### config.mk
export PLATFORM = sky130hd
export DESIGN_NAME = wav_header_parse_check_flat
export DESIGN_NICKNAME = d
export VERILOG_FILES = /design/src/hw/rtl/whpc_pkg.sv /design/src/hw/rtl/whpc_if.sv /design/src/hw/rtl/whpc_capture.sv /design/src/hw/rtl/whpc_result.sv /design/src/hw/rtl/wav_header_parse_check.sv /design/src/flat_wrapper.sv
export VERILOG_INCLUDE_DIRS = /design/src /design/src/hw/rtl
export SDC_FILE = /design/constraint.sdc
export NUM_CORES = 1
export LEC_CHECK = 0
export BUFFER_PORTS_ARGS = -buffer_cell sky130_fd_sc_hd__clkbuf_2
export CORE_ASPECT_RATIO = 1.5
export CORE_MARGIN = 4
export CORE_UTILIZATION = 40
export CTS_CLUSTER_DIAMETER = 200
export DETAILED_ROUTE_END_ITERATION = 10
export HOLD_SLACK_MARGIN = 0.12
export SLEW_MARGIN = 30
export SYNTH_ARGS = -nofsm -noshare
export SYNTH_HDL_FRONTEND = slang
export SYNTH_SLANG_ARGS = --single-unit
### constraint.sdc
create_clock -name clk -period 17.06 [get_ports clk]
set_input_delay 0.853 -clock clk [delete_from_list [all_inputs] [get_ports clk]]
set_output_delay 0.853 -clock clk [all_outputs]
set_load 0.01 [all_outputs]
### src/hw/rtl/wav_header_parse_check_macros.svh
// Assertion macros for the self-checking top block
`ifndef WAV_HEADER_PARSE_CHECK_MACROS_SVH
`define WAV_HEADER_PARSE_CHECK_MACROS_SVH

// Same-cycle implication, disabled during reset
`define WHPC_ASSERT_NOW(label, clk, rst_n, ante, cons) \
    label: assert property (@(posedge clk) disable iff (!rst_n) (ante) |-> (cons)) \
        else $error("assertion failed");

// Next-cycle implication, disabled during reset
`define WHPC_ASSERT_NEXT(label, clk, rst_n, ante, cons) \
    label: assert property (@(posedge clk) disable iff (!rst_n) (ante) |=> (cons)) \
        else $error("assertion failed");

`endif

### src/hw/rtl/whpc_pkg.sv
package whpc_pkg;

    // Header geometry
    localparam int HEADER_BYTES = 44;
    localparam int POS_W        = 6;
    localparam logic [POS_W-1:0] LAST_POS = POS_W'(HEADER_BYTES - 1);

    // Default clip list depth
    localparam int MAX_CLIPS_DEF = 16;

    // Chunk tags, first character in the top byte
    localparam logic [31:0] TAG_RIFF = "RIFF";
    localparam logic [31:0] TAG_WAVE = "WAVE";
    localparam logic [31:0] TAG_FMT  = "fmt ";
    localparam logic [31:0] TAG_DATA = "data";

    // Expected format values
    localparam logic [15:0] FMT_PCM   = 16'h0001;
    localparam logic [15:0] CHAN_MONO = 16'h0001;
    localparam logic [15:0] BITS_16   = 16'h0010;

    // Four-byte groups of the header, indexed by position bits [5:2]
    typedef enum logic [3:0] {
        GRP_RIFF    = 4'd0,
        GRP_WAVE    = 4'd2,
        GRP_FMT_TAG = 4'd3,
        GRP_FORMAT  = 4'd5,
        GRP_RATE    = 4'd6,
        GRP_BITS    = 4'd8,
        GRP_DATA    = 4'd9,
        GRP_LENGTH  = 4'd10
    } group_t;

    // Tag flag bits
    localparam int FLAG_RIFF = 0;
    localparam int FLAG_WAVE = 1;
    localparam int FLAG_FMT  = 2;
    localparam int FLAG_DATA = 3;

    typedef enum logic [2:0] {
        ST_OK        = 3'd0,
        ST_RIFF_WAVE = 3'd1,
        ST_FMT_DATA  = 3'd2,
        ST_FORMAT    = 3'd3,
        ST_BITS      = 3'd4,
        ST_FULL      = 3'd5
    } status_t;

    typedef logic [3:0] slot_t;

    // Gathered header view handed from capture to result stage
    typedef struct packed {
        logic        first;
        logic        last;
        logic        tags_rw_ok;
        logic        tags_fd_ok;
        logic [15:0] fmt_tag;
        logic [15:0] chans;
        logic [15:0] bits;
        logic [31:0] rate;
        logic [23:0] length_lo;
        logic [31:0] address;
        logic        ctype;
    } hdr_info_t;

    // Character i of a tag, file order
    function automatic logic [7:0] tag_byte(logic [31:0] tag, logic [1:0] idx);
        return tag[{~idx, 3'b000} +: 8];
    endfunction

endpackage

### src/hw/rtl/whpc_if.sv
// Header byte channel
interface whpc_byte_if;
    import whpc_pkg::*;

    logic        valid;
    logic        ready;
    logic [7:0]  header_byte;
    logic [31:0] clip_address;
    logic        clip_type;
    logic        start_new_list;

    modport source (output valid, header_byte, clip_address, clip_type, start_new_list,
                    input ready);
    modport sink   (input valid, header_byte, clip_address, clip_type, start_new_list,
                    output ready);
endinterface

// Parse result channel
interface whpc_result_if;
    import whpc_pkg::*;

    logic        valid;
    logic        ready;
    status_t     status;
    slot_t       slot;
    logic [31:0] data_address;
    logic [31:0] data_length;
    logic [31:0] sample_rate;
    logic        result_type;

    modport source (output valid, status, slot, data_address, data_length, sample_rate,
                    result_type, input ready);
    modport sink   (input valid, status, slot, data_address, data_length, sample_rate,
                    result_type, output ready);
endinterface

### src/hw/rtl/whpc_capture.sv
module whpc_capture (
    input  logic                clk,
    input  logic                rst_n,
    input  logic                fire,
    input  logic [7:0]          header_byte,
    input  logic [31:0]         clip_address,
    input  logic                clip_type,
    output whpc_pkg::hdr_info_t info
);
    import whpc_pkg::*;

    logic [POS_W-1:0] pos_reg,   pos_next;
    logic [3:0]       flags_reg, flags_next;
    logic [15:0]      fmt_reg,   fmt_next;
    logic [15:0]      chans_reg, chans_next;
    logic [15:0]      bits_reg,  bits_next;
    logic [31:0]      rate_reg,  rate_next;
    logic [23:0]      len_reg,   len_next;
    logic [31:0]      addr_reg,  addr_next;
    logic             type_reg,  type_next;

    logic       first;
    logic       last;
    logic [3:0] grp;
    logic [1:0] lane;

    assign first = (pos_reg == '0);
    assign last  = (pos_reg == LAST_POS);
    assign grp   = pos_reg[5:2];
    assign lane  = pos_reg[1:0];

    // Per-byte position, tag check and field capture
    always_comb
    begin
        pos_next   = pos_reg;
        flags_next = flags_reg;
        fmt_next   = fmt_reg;
        chans_next = chans_reg;
        bits_next  = bits_reg;
        rate_next  = rate_reg;
        len_next   = len_reg;
        addr_next  = addr_reg;
        type_next  = type_reg;
        if (fire)
        begin
            pos_next = last ? '0 : pos_reg + 1'b1;
            // first byte starts a fresh header
            if (first)
            begin
                flags_next = '1;
                fmt_next   = '0;
                chans_next = '0;
                bits_next  = '0;
                rate_next  = '0;
                len_next   = '0;
                addr_next  = clip_address;
                type_next  = clip_type;
            end
            case (grp)
                GRP_RIFF:
                begin
                    if (header_byte != tag_byte(TAG_RIFF, lane))
                        flags_next[FLAG_RIFF] = 1'b0;
                end
                GRP_WAVE:
                begin
                    if (header_byte != tag_byte(TAG_WAVE, lane))
                        flags_next[FLAG_WAVE] = 1'b0;
                end
                GRP_FMT_TAG:
                begin
                    if (header_byte != tag_byte(TAG_FMT, lane))
                        flags_next[FLAG_FMT] = 1'b0;
                end
                GRP_DATA:
                begin
                    if (header_byte != tag_byte(TAG_DATA, lane))
                        flags_next[FLAG_DATA] = 1'b0;
                end
                GRP_FORMAT:
                begin
                    if (!lane[1])
                        fmt_next[{lane[0], 3'b000} +: 8] = header_byte;
                    else
                        chans_next[{lane[0], 3'b000} +: 8] = header_byte;
                end
                GRP_RATE:
                begin
                    rate_next[{lane, 3'b000} +: 8] = header_byte;
                end
                GRP_BITS:
                begin
                    if (lane[1])
                        bits_next[{lane[0], 3'b000} +: 8] = header_byte;
                end
                GRP_LENGTH:
                begin
                    // top byte goes straight to the result stage
                    case (lane)
                        2'd0:    len_next[7:0]   = header_byte;
                        2'd1:    len_next[15:8]  = header_byte;
                        2'd2:    len_next[23:16] = header_byte;
                        default: len_next        = len_reg;
                    endcase
                end
                default:
                begin
                    pos_next = pos_next;
                end
            endcase
        end
    end

    // Control state
    always_ff @(posedge clk or negedge rst_n)
    begin
        if (!rst_n)
        begin
            pos_reg   <= '0;
            flags_reg <= '1;
        end
        else
        begin
            pos_reg   <= pos_next;
            flags_reg <= flags_next;
        end
    end

    // Gathered fields
    always_ff @(posedge clk)
    begin
        fmt_reg   <= fmt_next;
        chans_reg <= chans_next;
        bits_reg  <= bits_next;
        rate_reg  <= rate_next;
        len_reg   <= len_next;
        addr_reg  <= addr_next;
        type_reg  <= type_next;
    end

    always_comb
    begin
        info.first      = first;
        info.last       = last;
        info.tags_rw_ok = flags_reg[FLAG_RIFF] & flags_reg[FLAG_WAVE];
        info.tags_fd_ok = flags_reg[FLAG_FMT] & flags_reg[FLAG_DATA];
        info.fmt_tag    = fmt_reg;
        info.chans      = chans_reg;
        info.bits       = bits_reg;
        info.rate       = rate_reg;
        info.length_lo  = len_reg;
        info.address    = addr_reg;
        info.ctype      = type_reg;
    end

endmodule

### src/hw/rtl/whpc_result.sv
module whpc_result #(
    parameter int MAX_CLIPS = whpc_pkg::MAX_CLIPS_DEF
) (
    input  logic                clk,
    input  logic                rst_n,
    input  logic                fire,
    input  logic                start_new_list,
    input  logic [7:0]          header_byte,
    input  whpc_pkg::hdr_info_t info,
    input  logic                out_ready,
    output logic                out_valid,
    output whpc_pkg::status_t   status,
    output whpc_pkg::slot_t     slot,
    output logic [31:0]         data_address,
    output logic [31:0]         data_length,
    output logic [31:0]         sample_rate,
    output logic                result_type
);
    import whpc_pkg::*;

    localparam int CNT_W = $clog2(MAX_CLIPS + 1);

    logic [CNT_W-1:0] count_reg, count_next;
    logic             valid_reg, valid_next;
    status_t          status_reg, status_next;
    slot_t            slot_reg,   slot_next;
    logic [31:0]      addr_reg,   len_reg, rate_reg;
    logic             type_reg;

    logic load;
    logic full;

    assign load = fire & info.last;
    assign full = (count_reg >= CNT_W'(MAX_CLIPS));

    // Check order and slot allocation
    always_comb
    begin
        slot_next = slot_t'(count_reg);
        if (full)
        begin
            status_next = ST_FULL;
            slot_next   = '0;
        end
        else if (!info.tags_rw_ok)
            status_next = ST_RIFF_WAVE;
        else if (!info.tags_fd_ok)
            status_next = ST_FMT_DATA;
        else if (info.fmt_tag != FMT_PCM || info.chans != CHAN_MONO)
            status_next = ST_FORMAT;
        else if (info.bits != BITS_16)
            status_next = ST_BITS;
        else
            status_next = ST_OK;
    end

    // Clip count: cleared on a new list, advanced per slot taken
    always_comb
    begin
        count_next = count_reg;
        if (fire && info.first && start_new_list)
            count_next = '0;
        else if (load && !full)
            count_next = count_reg + 1'b1;
    end

    assign valid_next = load | (valid_reg & ~out_ready);

    always_ff @(posedge clk or negedge rst_n)
    begin
        if (!rst_n)
        begin
            count_reg <= '0;
            valid_reg <= 1'b0;
        end
        else
        begin
            count_reg <= count_next;
            valid_reg <= valid_next;
        end
    end

    // Result register
    always_ff @(posedge clk)
    begin
        if (load)
        begin
            status_reg <= status_next;
            slot_reg   <= slot_next;
            addr_reg   <= info.address + 32'(HEADER_BYTES);
            len_reg    <= {header_byte, info.length_lo};
            rate_reg   <= info.rate;
            type_reg   <= info.ctype;
        end
    end

    assign out_valid    = valid_reg;
    assign status       = status_reg;
    assign slot         = slot_reg;
    assign data_address = addr_reg;
    assign data_length  = len_reg;
    assign sample_rate  = rate_reg;
    assign result_type  = type_reg;

endmodule

### src/hw/rtl/wav_header_parse_check.sv
// Channel   Role    Payload
// header    sink    header_byte, clip_address, clip_type, start_new_list
// result    source  status, slot, data_address, data_length, sample_rate, result_type
//
// One header byte is taken per cycle; a header of 44 bytes takes 44 transfers.
// The result appears in the output register in the cycle after the 44th byte.
// Reset clears the byte position, clip count and output valid, and sets the tag flags.
// Only the 44th byte waits on a stalled result; other bytes keep flowing.
module wav_header_parse_check #(
    parameter int MAX_CLIPS = whpc_pkg::MAX_CLIPS_DEF
) (
    input  logic          clk,
    input  logic          rst_n,
    whpc_byte_if.sink     header,
    whpc_result_if.source result
);
    import whpc_pkg::*;

    `include "wav_header_parse_check_macros.svh"

    hdr_info_t info;
    logic      fire;
    logic      res_valid;

    // Only the final byte needs room in the result register
    assign header.ready = ~info.last | ~res_valid | result.ready;
    assign fire         = header.valid & header.ready;
    assign result.valid = res_valid;

    whpc_capture u_capture (
        .clk          (clk),
        .rst_n        (rst_n),
        .fire         (fire),
        .header_byte  (header.header_byte),
        .clip_address (header.clip_address),
        .clip_type    (header.clip_type),
        .info         (info)
    );

    whpc_result #(
        .MAX_CLIPS (MAX_CLIPS)
    ) u_result (
        .clk            (clk),
        .rst_n          (rst_n),
        .fire           (fire),
        .start_new_list (header.start_new_list),
        .header_byte    (header.header_byte),
        .info           (info),
        .out_ready      (result.ready),
        .out_valid      (res_valid),
        .status         (result.status),
        .slot           (result.slot),
        .data_address   (result.data_address),
        .data_length    (result.data_length),
        .sample_rate    (result.sample_rate),
        .result_type    (result.result_type)
    );

    // Self checks
    `WHPC_ASSERT_NEXT(a_last_gives_result, clk, rst_n, fire && info.last, result.valid)
    `WHPC_ASSERT_NOW(a_full_slot_zero, clk, rst_n,
        result.valid && result.status == ST_FULL, result.slot == '0)
    `WHPC_ASSERT_NOW(a_stall_only_last, clk, rst_n, !header.ready,
        info.last && result.valid && !result.ready)
    `WHPC_ASSERT_NEXT(a_first_advances, clk, rst_n, fire && info.first, !info.first)

endmodule
### src/flat_wrapper.sv
// flat-port wrapper written by rule: the top's interface ports become plain ports
module wav_header_parse_check_flat import whpc_pkg::*;
#(
    parameter int MAX_CLIPS = whpc_pkg::MAX_CLIPS_DEF
)
  (clk, rst_n, header_valid, header_header_byte, header_clip_address, header_clip_type, header_start_new_list, header_ready, result_valid, result_status, result_slot, result_data_address, result_data_length, result_sample_rate, result_result_type, result_ready);
  whpc_byte_if header_i ();
  whpc_result_if result_i ();
  input  logic clk;
  input  logic rst_n;
  input wire logic [$bits(header_i.valid)-1:0] header_valid;
  input wire logic [$bits(header_i.header_byte)-1:0] header_header_byte;
  input wire logic [$bits(header_i.clip_address)-1:0] header_clip_address;
  input wire logic [$bits(header_i.clip_type)-1:0] header_clip_type;
  input wire logic [$bits(header_i.start_new_list)-1:0] header_start_new_list;
  output wire logic [$bits(header_i.ready)-1:0] header_ready;
  output wire logic [$bits(result_i.valid)-1:0] result_valid;
  output wire logic [$bits(result_i.status)-1:0] result_status;
  output wire logic [$bits(result_i.slot)-1:0] result_slot;
  output wire logic [$bits(result_i.data_address)-1:0] result_data_address;
  output wire logic [$bits(result_i.data_length)-1:0] result_data_length;
  output wire logic [$bits(result_i.sample_rate)-1:0] result_sample_rate;
  output wire logic [$bits(result_i.result_type)-1:0] result_result_type;
  input wire logic [$bits(result_i.ready)-1:0] result_ready;
  assign header_i.valid = header_valid;
  assign header_i.header_byte = header_header_byte;
  assign header_i.clip_address = header_clip_address;
  assign header_i.clip_type = header_clip_type;
  assign header_i.start_new_list = header_start_new_list;
  assign header_ready = header_i.ready;
  assign result_valid = result_i.valid;
  assign result_status = result_i.status;
  assign result_slot = result_i.slot;
  assign result_data_address = result_i.data_address;
  assign result_data_length = result_i.data_length;
  assign result_sample_rate = result_i.sample_rate;
  assign result_result_type = result_i.result_type;
  assign result_i.ready = result_ready;
  wav_header_parse_check #(.MAX_CLIPS(MAX_CLIPS)) u_core (.clk(clk), .rst_n(rst_n), .header(header_i), .result(result_i));
endmodule
==> results.toml, run 1 <==
[die]
die_w_um = 139.3
start_util_pct = 40.83
num_rows = 71
die-area_um2 = 28530
core_um2 = 25320
ios = 152
die_h_um = 204.9

[sta]
worst_slack_ns = 14.06
fin_crit_sh_pct = 17.59
hold_violations = 0
setup-violations-final = 0
finalCriticalPeriod_ns = 3.001
maxSlewHeadroom_pct = 34.74
clock.fmax_ghz = 0.3332
worst_pin_slew_ns = 0.9715
maxSlewViolCount = 0
finalSetupTns_ns = 0
rsz0062_at_grt = "false"
fin_worst_skew_ns = 0.01066

[layout]
finalNetCount = 880
fillers = 2170
antenna_cells = 0
synthToLayoutAreaGrowth_pct = 18.42
drive_gt1_share_pct = 25.30
final_cells = 1166

[synth]
avgSynthCellArea_um2 = 15.57
synthArstFlopShare_pct = 6.226
ys.flop_type = "edfxtp_1"
synth_enable_flop_cells = 241
synth_fp_nets = 724
syn_inst = 664
ys_ff_latch = 257
yosysSeqAreaShare_pct = 73.94
synthesis.yosys.warnings = 0
ys_types = 54
netlist_area_um2 = 10340

[flow_run]
drv_cap = 0

[global_routing]
grt_pass1_wl_mm = 34.96
grtUsageTotal_pct = 15.47
grt_pass1_vias = 6071
antenna_found_initial = 0
grt_overflow_total = 0
grt_max_degree = 69

[worst_setup_path]
required_ns = 16.21
startpoint_type = "flop"
worstPathArrival_ns = 2.15
crit_chain = "nor4bb_1 -> nand3_1 -> clkbuf_2"
critPathMaxStageDelay_ns = 0.72
critPathSlowestCell = "nor4bb_1"
path_max_fanout = 13
critPathCaptureType = "output pin"
path_class = "reg2out"

[clocking]
cts_resized = 0
postCtsSetupBuffers = 0
cts_buffer_depth = 3
cts_num_sinks = 257
postCtsHoldBufs = 0
htreeDepth = 1
insertion_delay_ns = 0.51
cts_buffers = 25
cts_root_buffer = "clkbuf_16"
clk_pin_slew_ns = 0.07
cts_tree = "yes"

[power]
p_per_area_nw_per_um2 = 128.0
p_leak_nw = 4.562
ir_drop_mv = 0.09755

[detailed_routing]
wirelength_mm = 22.87
drc = 0
initialDrtViolationCount = 401
ant_nets = 0
drtPass1Iterations = 5
vias_per_cell = 5.320
vias = 6203
wl_per_cell_um = 19.61

[min_path]
hold_path_class = "in2async"

[place]
portBuffers = 151
placed_cells = 1121
dpl.hpwl_mm = 15.58
pre_cts_slack_ns = 14.16
gp_congestion = 0.8425

[status]
outcome = "finished, final reports clean"
==> logic make-up after synthesis <==
group           after synthesis  share of synthesized area, %
flops                       257                         73.94
simple gates                174                         8.788
compound gates              137                         10.57
buf+inv                      43                         1.670
xor+xnor                     37                         3.135
fa+ha+maj                    14                         1.695
mux                           2                        0.2058
==> layout make-up <==
type	instances	area (um^2)	share of cell area [%]
tap	328	410.4	3.353
multi-input combinational	364	2537	20.73
clock buffer	25	625.6	5.111
inverter	14	52.55	0.4293
timing repair buffer	158	808.3	6.603
sequential	257	7642	62.43
clock inverter	20	163.9	1.339
==> cell usage after synthesis (6+ instances only) <==
master	n	share of area, %
edfxtp_1	241	70
a22o_1	90	7.6
nand2_1	57	2.1
xnor2_1	31	2.6
nor2_1	26	0.94
clkbuf_1	23	0.84
o21ai_0	21	1.0
nand3_1	17	0.82
ha_1	14	1.7
nand4_1	14	0.85
inv_1	13	0.47
dfrtp_1	12	2.9
nor4_1	11	0.67
nor3_1	10	0.48
a21oi_1	9	0.44
xor2_1	6	0.51
==> cells in the final DEF, fill, tap and decap left out, types with 4 or more instances in the layout <==
| cell type | Yosys | layout |
|---|---|---|
| and3_1 | 4 | 4 |
| o21ai_0 | 21 | 21 |
| inv_1 | 13 | 12 |
| dfrtp_1 | 12 | 12 |
| xor2_1 | 6 | 6 |
| xnor2_1 | 31 | 31 |
| nand2b_1 | 4 | 4 |
| a22o_1 | 90 | 90 |
| nand4_1 | 14 | 14 |
| edfxtp_1 | 241 | 241 |
| nand2_1 | 57 | 57 |
| nor2b_1 | 4 | 4 |
| buf_4 | 0 | 7 |
| clkbuf_2 | 1 | 151 |
| clkinv_1 | 1 | 8 |
| nor4b_1 | 4 | 4 |
| nor2_1 | 26 | 26 |
| nor4_1 | 11 | 11 |
| a21oi_1 | 9 | 9 |
| ha_1 | 14 | 14 |
| clkbuf_16 | 0 | 25 |
| clkinv_2 | 0 | 6 |
| and2_1 | 4 | 5 |
| dfstp_2 | 4 | 4 |
| nand3_1 | 17 | 17 |
| nor3_1 | 10 | 8 |
==> worst paths after layout <==
check | cells after the start | to | slack (ns) | start
hold / removal | 1 | u_core.u_result.out_valid$_DFF_PN0_ | 0.28 | rst_n
hold reg to reg | 0 | u_core.u_result.data_address[1]$_DFFE_PP_ | 0.42 | u_core.u_capture.addr_reg[1]$_DFFE_PP_
min in group clk | 0 | u_core.u_result.data_address[1]$_DFFE_PP_ | 0.42 | u_core.u_capture.addr_reg[1]$_DFFE_PP_
setup / recovery | 3 | header_ready | 14.06 | u_core.u_capture.pos_reg[2]$_DFFE_PN0P_
max in group asynchronous | 1 | u_core.u_capture.flags_reg[0]$_DFFE_PN1P_ | 16.43 | rst_n
setup reg to reg | 4 | u_core.u_capture.chans_reg[11]$_DFFE_PP_ | 14.16 | u_core.u_capture.pos_reg[2]$_DFFE_PN0P_
==> metal layers <==
metal	GRT usage, %	wire length (um)	vias to the layer above
met1	19.40	9315	3077
met4	4.056	511	0
met2	28.04	12000	179
li1	-	-	2913
met5	0	0	-
met3	2.242	1038	34
==> per-stage QoR <==
step / util [%] / hold WS [ns] / total power [mW] / area [um^2]
global route: 48.35 / 0.2942 / 1.636 / 12240
detailed placement: 45.20 / 0.4084 / 1.047 / 11440
finish: 48.35 / 0.2782 / 1.567 / 12240
CTS: 48.32 / 0.2759 / 1.580 / 12230
floorplan: - / 0.4003 / 0.9861 / 10340
global placement: 45.20 / 0.4036 / 1.040 / 11440
==> report_power, final <==
part	switching (mW)	internal [mW]	leakage [nW]
Clock	0.233	0.299	0.383
Combinational	0.107	0.0868	1.69
Sequential	0.0501	0.791	2.49
==> worst max-delay path: cells and delay by family, from the launching register on <==
family	cells	cell delay (ns)
DFF	1	0.52
and+or+nand+nor	2	0.94
buffers and inverters	1	0.18
Note: power is estimated with default switching activity, not from simulation.
==> run 2: changes to the inputs <==
clock period = 2.6 ns   (was 17.06 ns; I/O delays follow)
==> results.toml, run 2 (synthesized netlist as in run 1, its figures left out) <==
[status]
outcome = "finished, final reports clean"

[die]
start_util_pct = 40.83
die_w_um = 139.3
ios = 152
die_h_um = 204.9
num_rows = 71
die-area_um2 = 28530
core_um2 = 25320

[worst_setup_path]
worstPathArrival_ns = 2.50
startpoint_type = "flop"
path_max_fanout = 13
timing.rr.end = "u_core.u_capture.len_reg[5]$_DFFE_PP_"
path_class = "reg2reg"
reg2regPathDepth = 5
critPathCaptureType = "flop"
required_ns = 3.00
ff2ff_setup_slack_ns = 0.49
r2r_start = "u_core.u_capture.pos_reg[2]$_DFFE_PN0P_"

[detailed_routing]
vias_per_cell = 5.279
ant_nets = 0
initialDrtViolationCount = 402
wirelength_mm = 24.09
drc = 0
wl_per_cell_um = 19.37
vias = 6567
drtPass1Iterations = 5

[sta]
maxSlewViolCount = 0
fin_crit_sh_pct = 80.97
finalCriticalPeriod_ns = 2.105
fin_worst_skew_ns = 0.02128
hold_violations = 0
setup-violations-final = 0
maxSlewHeadroom_pct = 57.91
worst_pin_slew_ns = 0.6296
clock.fmax_ghz = 0.4750
rsz0062_at_grt = "false"

[layout]
fillers = 2153
drive_gt1_share_pct = 27.29
seq_area_um2 = 7642
final_common_cell = "edfxtp_1"
synthToLayoutAreaGrowth_pct = 26.41
finalCoreUtilization_pct = 51.61
multiInputGateArea_um2 = 2547
antenna_cells = 0
mostFrequentLayoutCells = "edfxtp_1, clkbuf_2, a22o_1, nand2_1, dlygate4sd3_1"
finalNetCount = 959

[place]
portBuffers = 151
gp_congestion = 0.7901
dpl.hpwl_mm = 16.31

[min_path]
min_from = "header_header_byte[4]"
hold_path_class = "in2reg"
whs_path_depth = 2
min_to = "u_core.u_capture.len_reg[4]$_DFFE_PP_"

[power]
ir_drop_mv = 0.4524
p_per_area_nw_per_um2 = 823.7
p_leak_nw = 4.979
power_mw = 10.76

[global_routing]
grt_pass1_vias = 6672
grt_max_degree = 69
grt_pass1_wl_mm = 37.57
grtUsageTotal_pct = 16.48
antenna_found_initial = 0
grt_overflow_total = 0

[clocking]
htreeDepth = 1
cts_buffers = 25
cts_tree = "yes"
clk_pin_slew_ns = 0.06
insertion_delay_ns = 0.55
cts_root_buffer = "clkbuf_16"
cts_buffer_depth = 3
cts_num_sinks = 257
postCtsSetupBuffers = 0

[flow_run]
drv_cap = 0
## run 2: layout make-up
cell class	count	area share, %
Sequential cell	257	58.49
Multi-Input combinational cell	364	19.50
Timing Repair Buffer	237	11.91
Clock buffer	26	4.817
Tap cell	328	3.141
Clock inverter	18	1.743
Inverter	14	0.4022
## run 2: worst max-delay path, stage by stage (launching register included)
cell,delay (ns)
dfrtp_1,0.61
nor2_1,0.14
and3_1,0.35
buf_4,0.22
nor2_1,0.44
a22o_1,0.21
## run 2: metal layers
layer	up-vias	global-route usage [%]	wire length [um]
met5	-	0	0
met4	0	5.105	637
met3	51	2.452	1200
met2	196	29.77	12660
met1	3248	20.37	9595
li1	3072	-	-
## run 2: worst max path at each step
stage          depth (start not counted)                                    start                                        to  slack, ns
6_report                               5  u_core.u_capture.pos_reg[2]$_DFFE_PN0P_     u_core.u_capture.len_reg[5]$_DFFE_PP_       0.49
3_3_place_gp                           4  u_core.u_capture.pos_reg[2]$_DFFE_PN0P_  u_core.u_result.count_reg[3]$_DFFE_PN0P_       0.57
3_5_place_dp                           4  u_core.u_capture.pos_reg[2]$_DFFE_PN0P_  u_core.u_result.count_reg[3]$_DFFE_PN0P_       0.53
5_1_grt                                5  u_core.u_capture.pos_reg[2]$_DFFE_PN0P_    u_core.u_capture.rate_reg[8]$_DFFE_PP_       0.34
2_1_floorplan                          6  u_core.u_capture.pos_reg[4]$_DFFE_PN0P_  u_core.u_result.count_reg[4]$_DFFE_PN0P_      -1.15
4_1_cts                                4  u_core.u_capture.pos_reg[2]$_DFFE_PN0P_  u_core.u_result.count_reg[3]$_DFFE_PN0P_       0.50
## run 2: stage by stage
stage	hold WS, ns	area (um^2)	setup WS, ns	TNS, ns	cells
2_1_floorplan	-0.1656	10370	-1.148	-137.93	664
3_3_place_gp	0.08736	11790	0.5685	0	1158
3_5_place_dp	0.08061	11790	0.5270	0	1158
4_1_cts	0.1320	13070	0.5003	0	1244
5_1_grt	0.1538	13070	0.3414	0	1244
6_report	0.1582	13070	0.4948	0	1244
## run 2: what timing repair did
item	4_1_cts	5_1_grt
hold buffers	42	0
endpoints found under the hold margin	68	0
resized for setup	0	0
## run 2: report_power, final
part	switching, mW	leakage [nW]	total, mW	internal, mW
clock network	1.55	0.424	3.80	2.26
logic	0.766	2.07	1.45	0.688
registers	0.316	2.49	5.50	5.19
